**config.mk**
```make
export PLATFORM = sky130hd
export DESIGN_NAME = rgb_to_hsv_converter
export DESIGN_NICKNAME = d
export VERILOG_FILES = /design/src/hw/rtl/rth_pkg.sv /design/src/hw/rtl/rth_front.sv /design/src/hw/rtl/rth_div_cell.sv /design/src/hw/rtl/rth_out.sv /design/src/hw/rtl/rgb_to_hsv_converter.sv
export SDC_FILE = /design/constraint.sdc
export NUM_CORES = 1
export LEC_CHECK = 0
export BUFFER_PORTS_ARGS = -buffer_cell sky130_fd_sc_hd__buf_2
export CAP_MARGIN = 25
export CORE_ASPECT_RATIO = 0.8
export CORE_MARGIN = 5
export CORE_UTILIZATION = 40
export DETAILED_ROUTE_END_ITERATION = 16
export SYNTH_ARGS = -nofsm -noshare
export SYNTH_HDL_FRONTEND = slang
export SYNTH_HIERARCHICAL = 1
export SYNTH_SLANG_ARGS = --single-unit
```
**constraint.sdc**
```tcl
create_clock -name clk_i -period 11 [get_ports clk_i]
set_input_delay 0.55 -clock clk_i [delete_from_list [all_inputs] [get_ports clk_i]]
set_output_delay 0.55 -clock clk_i [all_outputs]
set_load 0.03 [all_outputs]
```
**src/hw/rtl/rth_pkg.sv**
```systemverilog
// rth_pkg: shared types and constants for the rgb to hsv converter
// used by rth_front, rth_div_cell, rth_out and the top level
// no dependencies
`default_nettype none

package rth_pkg;

  // channel and result widths
  localparam int unsigned ChanW  = 8;
  localparam int unsigned HueW   = 15;
  localparam int unsigned DataInW  = 24;
  localparam int unsigned DataOutW = 32;

  // quotient bits per division, one per cell in the chain
  localparam int unsigned QuotW    = 12;
  localparam int unsigned NumCells = QuotW;

  // remainder and shifted divisor width (255 * 3840 < 2**20)
  localparam int unsigned RemW = 20;

  // hue scale: 60 degrees is 3840, a full turn is 23040
  localparam int unsigned HueSixth = 3840;
  localparam int unsigned HueTurn  = 23040;

  typedef enum logic [1:0] {
    SEC_RED,
    SEC_GREEN,
    SEC_BLUE
  } rth_sector_e;

  // work carried from cell to cell
  typedef struct packed {
    logic [RemW-1:0]  rem_s;   // saturation remainder
    logic [RemW-1:0]  div_s;   // saturation divisor, shifted
    logic [RemW-1:0]  rem_h;   // hue remainder
    logic [RemW-1:0]  div_h;   // hue divisor, shifted
    logic [QuotW-1:0] q_s;     // saturation quotient so far
    logic [QuotW-1:0] q_h;     // hue quotient so far
    logic [ChanW-1:0] hi;      // largest channel
    logic             zero_d;  // max equals min
    rth_sector_e      sector;  // channel that holds the max
    logic             neg;     // hue offset is subtracted
  } rth_work_t;

endpackage

`default_nettype wire

```
**src/hw/rtl/rth_front.sv**
```systemverilog
// rth_front: first stage, finds max and min, sector and both dividends
// depends on rth_pkg
`default_nettype none

module rth_front (
  input  logic              clk_i,
  input  logic              rst_ni,
  input  logic              in_valid_i,
  output logic              in_ready_o,
  input  logic [7:0]        red_i,
  input  logic [7:0]        green_i,
  input  logic [7:0]        blue_i,
  output logic              out_valid_o,
  input  logic              out_ready_i,
  output rth_pkg::rth_work_t out_work_o
);
  import rth_pkg::*;

  logic [ChanW-1:0] hi, lo, delta, mag;
  logic             neg;
  rth_sector_e      sector;
  logic [15:0]      num_s;
  logic [RemW-1:0]  num_h;
  rth_work_t        work_d, work_q;
  logic             valid_q;

  // max, min and the channel difference of the chosen sector
  always_comb begin
    hi = (red_i > green_i) ? red_i : green_i;
    lo = (red_i > green_i) ? green_i : red_i;
    if (blue_i > hi) begin
      hi = blue_i;
    end
    if (blue_i < lo) begin
      lo = blue_i;
    end
    delta = hi - lo;
    if (red_i == hi) begin
      sector = SEC_RED;
      neg    = green_i < blue_i;
      mag    = neg ? (blue_i - green_i) : (green_i - blue_i);
    end else if (green_i == hi) begin
      sector = SEC_GREEN;
      neg    = blue_i < red_i;
      mag    = neg ? (red_i - blue_i) : (blue_i - red_i);
    end else begin
      sector = SEC_BLUE;
      neg    = red_i < green_i;
      mag    = neg ? (green_i - red_i) : (red_i - green_i);
    end
    num_s = {delta, 8'd0} - {8'd0, delta};
    num_h = RemW'(mag) * RemW'(HueSixth);
  end

  // dividends and divisors aligned to the top quotient bit
  always_comb begin
    work_d.rem_s  = RemW'(num_s);
    work_d.div_s  = RemW'({hi, (QuotW - 1)'(0)});
    work_d.rem_h  = num_h;
    work_d.div_h  = RemW'({delta, (QuotW - 1)'(0)});
    work_d.q_s    = '0;
    work_d.q_h    = '0;
    work_d.hi     = hi;
    work_d.zero_d = (delta == '0);
    work_d.sector = sector;
    work_d.neg    = neg;
  end

  assign in_ready_o = !valid_q || out_ready_i;

  // stage valid
  always_ff @(posedge clk_i or negedge rst_ni) begin
    if (!rst_ni) begin
      valid_q <= 1'b0;
    end else if (in_ready_o) begin
      valid_q <= in_valid_i;
    end
  end

  // stage payload
  always_ff @(posedge clk_i) begin
    if (in_ready_o && in_valid_i) begin
      work_q <= work_d;
    end
  end

  assign out_valid_o = valid_q;
  assign out_work_o  = work_q;

endmodule

`default_nettype wire

```
**src/hw/rtl/rth_div_cell.sv**
```systemverilog
// rth_div_cell: one restoring division step for saturation and hue each
// depends on rth_pkg
`default_nettype none

module rth_div_cell (
  input  logic               clk_i,
  input  logic               rst_ni,
  input  logic               in_valid_i,
  output logic               in_ready_o,
  input  rth_pkg::rth_work_t in_work_i,
  output logic               out_valid_o,
  input  logic               out_ready_i,
  output rth_pkg::rth_work_t out_work_o
);
  import rth_pkg::*;

  logic      ge_s, ge_h;
  rth_work_t work_d, work_q;
  logic      valid_q;

  // compare, subtract and shift the divisor down one place
  always_comb begin
    work_d       = in_work_i;
    ge_s         = in_work_i.rem_s >= in_work_i.div_s;
    ge_h         = in_work_i.rem_h >= in_work_i.div_h;
    work_d.rem_s = ge_s ? (in_work_i.rem_s - in_work_i.div_s) : in_work_i.rem_s;
    work_d.rem_h = ge_h ? (in_work_i.rem_h - in_work_i.div_h) : in_work_i.rem_h;
    work_d.div_s = in_work_i.div_s >> 1;
    work_d.div_h = in_work_i.div_h >> 1;
    work_d.q_s   = {in_work_i.q_s[QuotW-2:0], ge_s};
    work_d.q_h   = {in_work_i.q_h[QuotW-2:0], ge_h};
  end

  assign in_ready_o = !valid_q || out_ready_i;

  // cell valid
  always_ff @(posedge clk_i or negedge rst_ni) begin
    if (!rst_ni) begin
      valid_q <= 1'b0;
    end else if (in_ready_o) begin
      valid_q <= in_valid_i;
    end
  end

  // cell payload
  always_ff @(posedge clk_i) begin
    if (in_ready_o && in_valid_i) begin
      work_q <= work_d;
    end
  end

  assign out_valid_o = valid_q;
  assign out_work_o  = work_q;

endmodule

`default_nettype wire

```
**src/hw/rtl/rth_out.sv**
```systemverilog
// rth_out: last stage, adds the sector base to the hue and holds the result
// depends on rth_pkg
`default_nettype none

module rth_out (
  input  logic               clk_i,
  input  logic               rst_ni,
  input  logic               in_valid_i,
  output logic               in_ready_o,
  input  rth_pkg::rth_work_t in_work_i,
  output logic               out_valid_o,
  input  logic               out_ready_i,
  output logic [14:0]        hue_o,
  output logic [7:0]         saturation_o,
  output logic [7:0]         brightness_o
);
  import rth_pkg::*;

  logic signed [HueW+1:0] base, hue_raw, hue_wrap;
  logic [HueW-1:0]        hue_d, hue_q;
  logic [ChanW-1:0]       sat_d, sat_q, bright_q;
  logic                   valid_q;

  // sector base plus or minus the quotient, wrapped into one turn
  always_comb begin
    case (in_work_i.sector)
      SEC_RED:   base = '0;
      SEC_GREEN: base = (HueW+2)'(2 * HueSixth);
      SEC_BLUE:  base = (HueW+2)'(4 * HueSixth);
      default:   base = '0;
    endcase
    if (in_work_i.neg) begin
      hue_raw = base - $signed((HueW+2)'(in_work_i.q_h));
    end else begin
      hue_raw = base + $signed((HueW+2)'(in_work_i.q_h));
    end
    hue_wrap = (hue_raw < 0) ? (hue_raw + (HueW+2)'(HueTurn)) : hue_raw;
    hue_d    = in_work_i.zero_d ? '0 : hue_wrap[HueW-1:0];
    sat_d    = (in_work_i.hi == '0) ? '0 : in_work_i.q_s[ChanW-1:0];
  end

  assign in_ready_o = !valid_q || out_ready_i;

  // output valid
  always_ff @(posedge clk_i or negedge rst_ni) begin
    if (!rst_ni) begin
      valid_q <= 1'b0;
    end else if (in_ready_o) begin
      valid_q <= in_valid_i;
    end
  end

  // output payload
  always_ff @(posedge clk_i) begin
    if (in_ready_o && in_valid_i) begin
      hue_q    <= hue_d;
      sat_q    <= sat_d;
      bright_q <= in_work_i.hi;
    end
  end

  assign out_valid_o  = valid_q;
  assign hue_o        = hue_q;
  assign saturation_o = sat_q;
  assign brightness_o = bright_q;

endmodule

`default_nettype wire

```
**src/hw/rtl/rgb_to_hsv_converter.sv**
```systemverilog
// rgb_to_hsv_converter: top level, front stage, chain of division cells, output stage
// depends on rth_pkg, rth_front, rth_div_cell, rth_out
`default_nettype none

// Converts one 8-bit RGB pixel to HSV per clock unless the output stalls.
// Brightness is the largest channel, saturation is floor((max-min)*255/max)
// and hue is in 1/64 degree (0..23039, 0 for grey and black). A pixel
// passes through one front stage, a row of 12 division cells that each settle
// one quotient bit of both divisions, and one output register. Every stage
// has its own handshake, so a new pixel is taken every cycle unless the output
// stalls, and a stalled output only holds back the stages that are full.
module rgb_to_hsv_converter (
  input  logic                         clk_i,
  input  logic                         rst_ni,
  input  logic                         s_axis_tvalid_i,
  output logic                         s_axis_tready_o,
  input  logic [rth_pkg::DataInW-1:0]  s_axis_tdata_i,  // red [7:0], green [15:8],
                                                         // blue [23:16]
  output logic                         m_axis_tvalid_o,
  input  logic                         m_axis_tready_i,
  output logic [rth_pkg::DataOutW-1:0] m_axis_tdata_o   // hue [14:0], saturation [22:15],
                                                         // brightness [30:23], zero [31]
);
  import rth_pkg::*;

  logic      valid   [NumCells+1];
  logic      ready   [NumCells+1];
  rth_work_t work    [NumCells+1];
  logic [HueW-1:0]  hue;
  logic [ChanW-1:0] sat, bright;

  // front stage
  rth_front u_front (
    .clk_i       (clk_i),
    .rst_ni      (rst_ni),
    .in_valid_i  (s_axis_tvalid_i),
    .in_ready_o  (s_axis_tready_o),
    .red_i       (s_axis_tdata_i[7:0]),
    .green_i     (s_axis_tdata_i[15:8]),
    .blue_i      (s_axis_tdata_i[23:16]),
    .out_valid_o (valid[0]),
    .out_ready_i (ready[0]),
    .out_work_o  (work[0])
  );

  // chain of division cells, most significant quotient bit first
  for (genvar i = 0; i < NumCells; i++) begin : g_cell
    rth_div_cell u_cell (
      .clk_i       (clk_i),
      .rst_ni      (rst_ni),
      .in_valid_i  (valid[i]),
      .in_ready_o  (ready[i]),
      .in_work_i   (work[i]),
      .out_valid_o (valid[i+1]),
      .out_ready_i (ready[i+1]),
      .out_work_o  (work[i+1])
    );
  end

  // output stage
  rth_out u_out (
    .clk_i        (clk_i),
    .rst_ni       (rst_ni),
    .in_valid_i   (valid[NumCells]),
    .in_ready_o   (ready[NumCells]),
    .in_work_i    (work[NumCells]),
    .out_valid_o  (m_axis_tvalid_o),
    .out_ready_i  (m_axis_tready_i),
    .hue_o        (hue),
    .saturation_o (sat),
    .brightness_o (bright)
  );

  assign m_axis_tdata_o = {1'b0, bright, sat, hue};

endmodule

`default_nettype wire

```
==> results.ini, run 1 <==
[cts]
root_buffer = clkbuf_16
ctsLongestPathBuffers = 3
numCtsBuffers = 137
cts_tree = built
clk_pin_slew_worst_paths_ns = 0.06
clock_latency_ns = 0.78
numClockSinks = 1208
cts_setup_buffers = 0
h-tree-depth = 4

[die]
num_rows = 141
die_area_mm2 = 0.194
die_x_um = 492
initial_utilization_pct = 40.2
coreArea_mm2 = 0.185
pin_count = 62
fp.dieH_um = 395

[setup_path]
reg2reg_from = u_out/out_valid_o$_DFFE_PN0N_
startpoint_type = primary input
crit_type = in2reg
cp_num_cells = 29
arrival_ns = 8.88
cp-end-kind = flip-flop
cpMaxStageDelayCell = and2_1
cp_top_family = compound AO/OA/AOI/OAI gates
crit_end = u_front/out_work_o[75]$_DFFE_PP_
setup.worst_path.start = s_axis_tdata_i[1]
reg2reg_to = g_cell[0].u_cell/out_work_o[100]$_DFFE_PP_
cp_max_fo = 33
r2r_slack_ns = 7.05
critical_path_buf_inv_count = 2
reg2reg_depth = 15
required_ns = 11.53
path_common_cell = a21oi_1
max_stage_delay_ns = 0.80

[power]
switching_share_pct = 39.4
peakVddDrop_v = 0.000178
clkPwrFrac_pct = 17.1
p_per_area_mw_per_mm2 = 324
p_seq_share_pct = 31.7
p_comb_share_pct = 51.2
leakagePower_nw = 32.7
power.net_switching_mw = 10.3
p_int_mw = 15.9

[grt]
grt_usage_pct = 16.8
grt_pass1_vias = 47600
grt_pass1_wl_mm = 264
gr-total-overflow = 0
grt_max_degree = 71
antenna_found_initial = 6

[sta]
tns_ns = 0
period_share_pct = 76.0
fin_ws_ns = 2.64
tightest_slew_ns = 1.08
final_max_slew_viol_count = 0
rsz0062_at_grt = no
hold_viol = 0
setup_viol = 0
finClkSkew_ns = 0.0308
maxSlewHeadroom_pct = 25.9
post-route-min-period_ns = 8.36
fmax_mhz = 120

[cells_and_area]
nNetsFinal = 7255
final_layout_size_suffix_gt1_share_pct = 10.7
area_delta_synth_final_pct = 9.21
fin_util_pct = 43.9
final_area_mm2 = 0.0811

[hold_path]
min_path_cells = 3
hold_path.class = in2reg

[detailed_routing]
first_iter_violations = 3353
drc = 0
finalWirelength_mm = 167
num_vias = 48600
viasPerCell = 5.32
first_pass_iters = 6
ant_nets = 0
wl_per_cell_um = 18.3

[placed_design]
place_congestion = 0.925
hpwl_mm = 128
dpl-instance-area_mm2 = 0.0766
dp_slack_ns = 1.91
port_buffers = 60

[yosys]
syn_avg_cell_area_um2 = 11.3
syn_inst = 6574
yosys_warnings = 6
synth_area_mm2 = 0.0743

[run]
cap_violations = 0

[outcome]
status = completed

==> routing by layer <==
metal / GRT usage, % / share of wire (%)
met2: 27.4 / 46
met3: 2.40 / 4.0
met4: 5.49 / 3.0
met5: 0 / 0
met1: 23.1 / 47
==> worst min-delay path by stage <==
stage / startpoint / endpoint / slack (ns)
floorplan: rst_ni / g_cell[0].u_cell/out_valid_o$_DFFE_PN0N_ / 0.25
global placement: g_cell[1].u_cell/out_work_o[10]$_DFFE_PP_ / g_cell[2].u_cell/out_work_o[10]$_DFFE_PP_ / 0.40
detailed placement: g_cell[0].u_cell/out_work_o[10]$_DFFE_PP_ / g_cell[1].u_cell/out_work_o[10]$_DFFE_PP_ / 0.40
CTS: m_axis_tready_i / u_out/out_valid_o$_DFFE_PN0N_ / 0.02
global route: m_axis_tready_i / u_out/out_valid_o$_DFFE_PN0N_ / 0.06
finish: m_axis_tready_i / u_out/out_valid_o$_DFFE_PN0N_ / 0.07
==> sequential cells by signal (all words and copies together) (netlist names) <==
register                   count
u_out/out_valid_o              1
u_out/hue_o                   15
u_front/out_valid_o            1
u_out/brightness_o             8
g_cell.u_cell/out_work_o    1116
u_front/out_work_o            47
u_out/saturation_o             8
g_cell.u_cell/out_valid_o     12
==> metrics by stage <==
| stage | cells | total power, mW | hold slack, ns |
|---|---|---|---|
| final | 9143 | 26.2 | 0.0721 |
| after floorplan | 6620 | 18.7 | 0.254 |
| after global placement | 8893 | 21.5 | 0.401 |
| after CTS | 9138 | 26.3 | 0.0169 |
| after detailed placement | 8897 | 21.7 | 0.405 |
| after global routing | 9141 | 28.2 | 0.0648 |
==> power groups by stage <==
stage	Combinational, mW	Sequential (mW)	Clock [mW]
global placement	13.1	8.39	0
finish	13.4	8.31	4.49
global route	14.9	8.46	4.84
detailed placement	13.3	8.41	0
CTS	13.4	8.32	4.65
floorplan	10.7	8.02	0
==> worst register-to-register path, cell delays in order, from the launching register on <==
cell	delay [ns]
dfrtp_1	0.37
nand2b_1	0.10
nand2b_1	0.15
nand2b_1	0.15
nand2b_1	0.15
nand2b_1	0.16
nand2b_1	0.16
nand2b_1	0.15
nand2b_1	0.15
nand2b_1	0.15
nand2b_1	0.16
nand2b_1	0.16
nand2b_1	0.16
nand2b_1	0.16
and2_4	0.38
buf_4	0.72
==> placed cells by master, fill, tap and decap left out, types with 41 or more instances in the layout <==
cell and n:
edfxtp_1 1194, inv_1 707, ha_1 576, a21oi_1 547, nor2_1 343, nand2_1 292, o21ai_0 254, xnor2_1 234
mux2_2 188, a21o_1 164, clkbuf_16 137, o21a_1 122, xor2_1 119, nor3_1 118, nand3_1 114, o211ai_1 80
nor2b_1 79, mux2_4 79, and3_1 68, nand4_1 68, o31ai_1 67, mux2i_1 62, nand2b_1 62, buf_2 60
conb_1 59, and2_1 57, a31oi_1 43, fa_1 41
==> timing repair <==
action	in CTS	in global routing
hold endpoints to repair	15	0
hold buffers	2	0
gates resized for setup	0	0
setup endpoints to repair	0	0
==> final cells by class <==
| type | instances | area, µm² |
|---|---|---|
| Tap cell | 2431 | 3040 |
| Antenna cell | 2 | 5.00 |
| Inverter | 714 | 2680 |
| Sequential cell | 1208 | 36200 |
| Multi-Input combinational cell | 4444 | 34000 |
| Timing Repair Buffer | 105 | 699 |
| Fill cell | 17000 | 104000 |
| Clock buffer | 164 | 3530 |
| Clock inverter | 75 | 906 |
No activity file was read; power rests on OpenSTA's default activity.
==> run 2: changes to the inputs <==
==> constraint.sdc (replaced) <==
create_clock -name clk_i -period 7.69 [get_ports clk_i]
set_input_delay 0.3845 -clock clk_i [delete_from_list [all_inputs] [get_ports clk_i]]
set_output_delay 0.3845 -clock clk_i [all_outputs]
set_load 0.03 [all_outputs]
==> results.ini, run 2 (synthesis gave the netlist of run 1 again) <==
[cts]
clock_latency_ns = 0.77
clk_pin_slew_worst_paths_ns = 0.06
numClockSinks = 1208
numCtsBuffers = 134
ctsLongestPathBuffers = 3
cts_tree = built
cts_setup_buffers = 0
root_buffer = clkbuf_16
h-tree-depth = 4
cts.repair.resized = 0
hold_buffers = 5

[die]
pin_count = 62
die_area_mm2 = 0.194
num_rows = 141
coreArea_mm2 = 0.185
die_x_um = 492
fp.dieH_um = 395
initial_utilization_pct = 40.2

[setup_path]
critical_path_buf_inv_count = 6
cpMaxStageDelayCell = fa_1
max_stage_delay_ns = 0.52
crit_type = in2reg
cp_max_fo = 19
cp_top_family = compound AO/OA/AOI/OAI gates
path_common_cell = a21oi_1
required_ns = 8.20
startpoint_type = primary input
cp-end-kind = flip-flop
arrival_ns = 7.13

[placed_design]
hpwl_mm = 129
dp_slack_ns = 0.335
port_buffers = 60
place_congestion = 0.904
dp.cells = 8944

[power]
p_per_area_mw_per_mm2 = 463
total_power_mw = 37.8
leakagePower_nw = 33.0
peakVddDrop_v = 0.000266

[grt]
antenna_found_initial = 4
gr-total-overflow = 0
grt_usage_pct = 16.9
met1_usage_pct = 23.0
grt_max_degree = 73
grt_pass1_vias = 47900
grtUsageMet2_pct = 27.8
grt_pass1_wl_mm = 266
busiest_layer = met2
met3_usage_pct = 2.27

[sta]
finClkSkew_ns = 0.0245
hold_viol = 0
post-route-min-period_ns = 6.62
tns_ns = 0
fin_hold_ws_ns = 0.170
fin_ws_ns = 1.07
tightest_slew_ns = 1.02
period_share_pct = 86.1
maxSlewHeadroom_pct = 31.8
setup_viol = 0
fmax_mhz = 151
final_max_slew_viol_count = 0
rsz0062_at_grt = no

[detailed_routing]
first_pass_iters = 6
wl_per_cell_um = 18.2
drc = 0
ant_nets = 0
first_iter_violations = 2945
viasPerCell = 5.28
num_vias = 48600
finalWirelength_mm = 168

[cells_and_area]
largest_reg_flops = 1116
final_layout_size_suffix_gt1_share_pct = 11.4
layout.cells.non_filler = 9195
layout_commonest_cell = edfxtp_1
nNetsFinal = 7302
area_delta_synth_final_pct = 9.91
final_cell_mix = 1194 x edfxtp_1, 707 x inv_1, 576 x ha_1

[outcome]
status = completed

[hold_path]
hold_path.class = in2reg

[run]
cap_violations = 0

run 2: changes by cell type in the layout (fill, tap and decap cells not counted), moves of 4 or more:
cell / before / now
clkinv_2: 22 / 17
bufinv_16: 12 / 19
clkbuf_1: 27 / 17
buf_4: 36 / 81
clkinv_16: 4 / 0
clkinvlp_4: 5 / 10
run 2: layer usage:
metal	up-vias	share of wire [%]
li1	24300	-
met5	-	0
met4	0	3.3
met2	871	46
met1	23100	47
met3	241	3.4
run 2: tightest hold or removal path: cells and delay by family:
kind	cells	cell delay, ns
AOI/OAI and AO/OA	1	0.07
buffers and inverters	1	0.18
and+or+nand+nor	1	0.12
run 2: cell type report:
type,instances,area (µm²)
clock buffers,154,3470
well taps,2431,3040
multi-input cells,4444,34000
repair buffers,155,1110
clock inverters,85,1080
fillers,16900,103000
inverters,714,2680
diodes,4,10.0
flip-flops and latches,1208,36200
run 2: path summary, 6_finish.rpt:
| kind | cells after the start | slack [ns] | startpoint | endpoint |
|---|---|---|---|---|
| worst max-delay path | 35 | 1.07 | s_axis_tdata_i[0] | u_front/out_work_o[75]$_DFFE_PP_ |
| max in group asynchronous | 4 | 6.22 | rst_ni | g_cell[2].u_cell/out_valid_o$_DFFE_PN0N_ |
| worst min-delay path | 3 | 0.17 | s_axis_tdata_i[22] | u_front/out_work_o[10]$_DFFE_PP_ |
| worst max register to register | 15 | 3.78 | u_out/out_valid_o$_DFFE_PN0N_ | g_cell[0].u_cell/out_work_o[96]$_DFFE_PP_ |
| min in group asynchronous | 3 | 0.57 | rst_ni | g_cell[4].u_cell/out_valid_o$_DFFE_PN0N_ |
| worst min register to register | 0 | 0.41 | g_cell[6].u_cell/out_work_o[13]$_DFFE_PP_ | g_cell[7].u_cell/out_work_o[14]$_DFFE_PP_ |
run 2: through the flow:
stage	cell area, µm²	util (%)
after floorplan	74400	-
after global placement	76900	41.6
after detailed placement	76900	41.7
after CTS	81500	44.1
after global routing	81600	44.2
final	81600	44.2
run 2: report_power, final:
| group | internal (mW) | switching (mW) | total, mW |
|---|---|---|---|
| clock network | 3.91 | 2.66 | 6.58 |
| logic | 8.54 | 10.8 | 19.4 |
| registers | 10.6 | 1.28 | 11.9 |
| total | 23.0 | 14.8 | 37.8 |
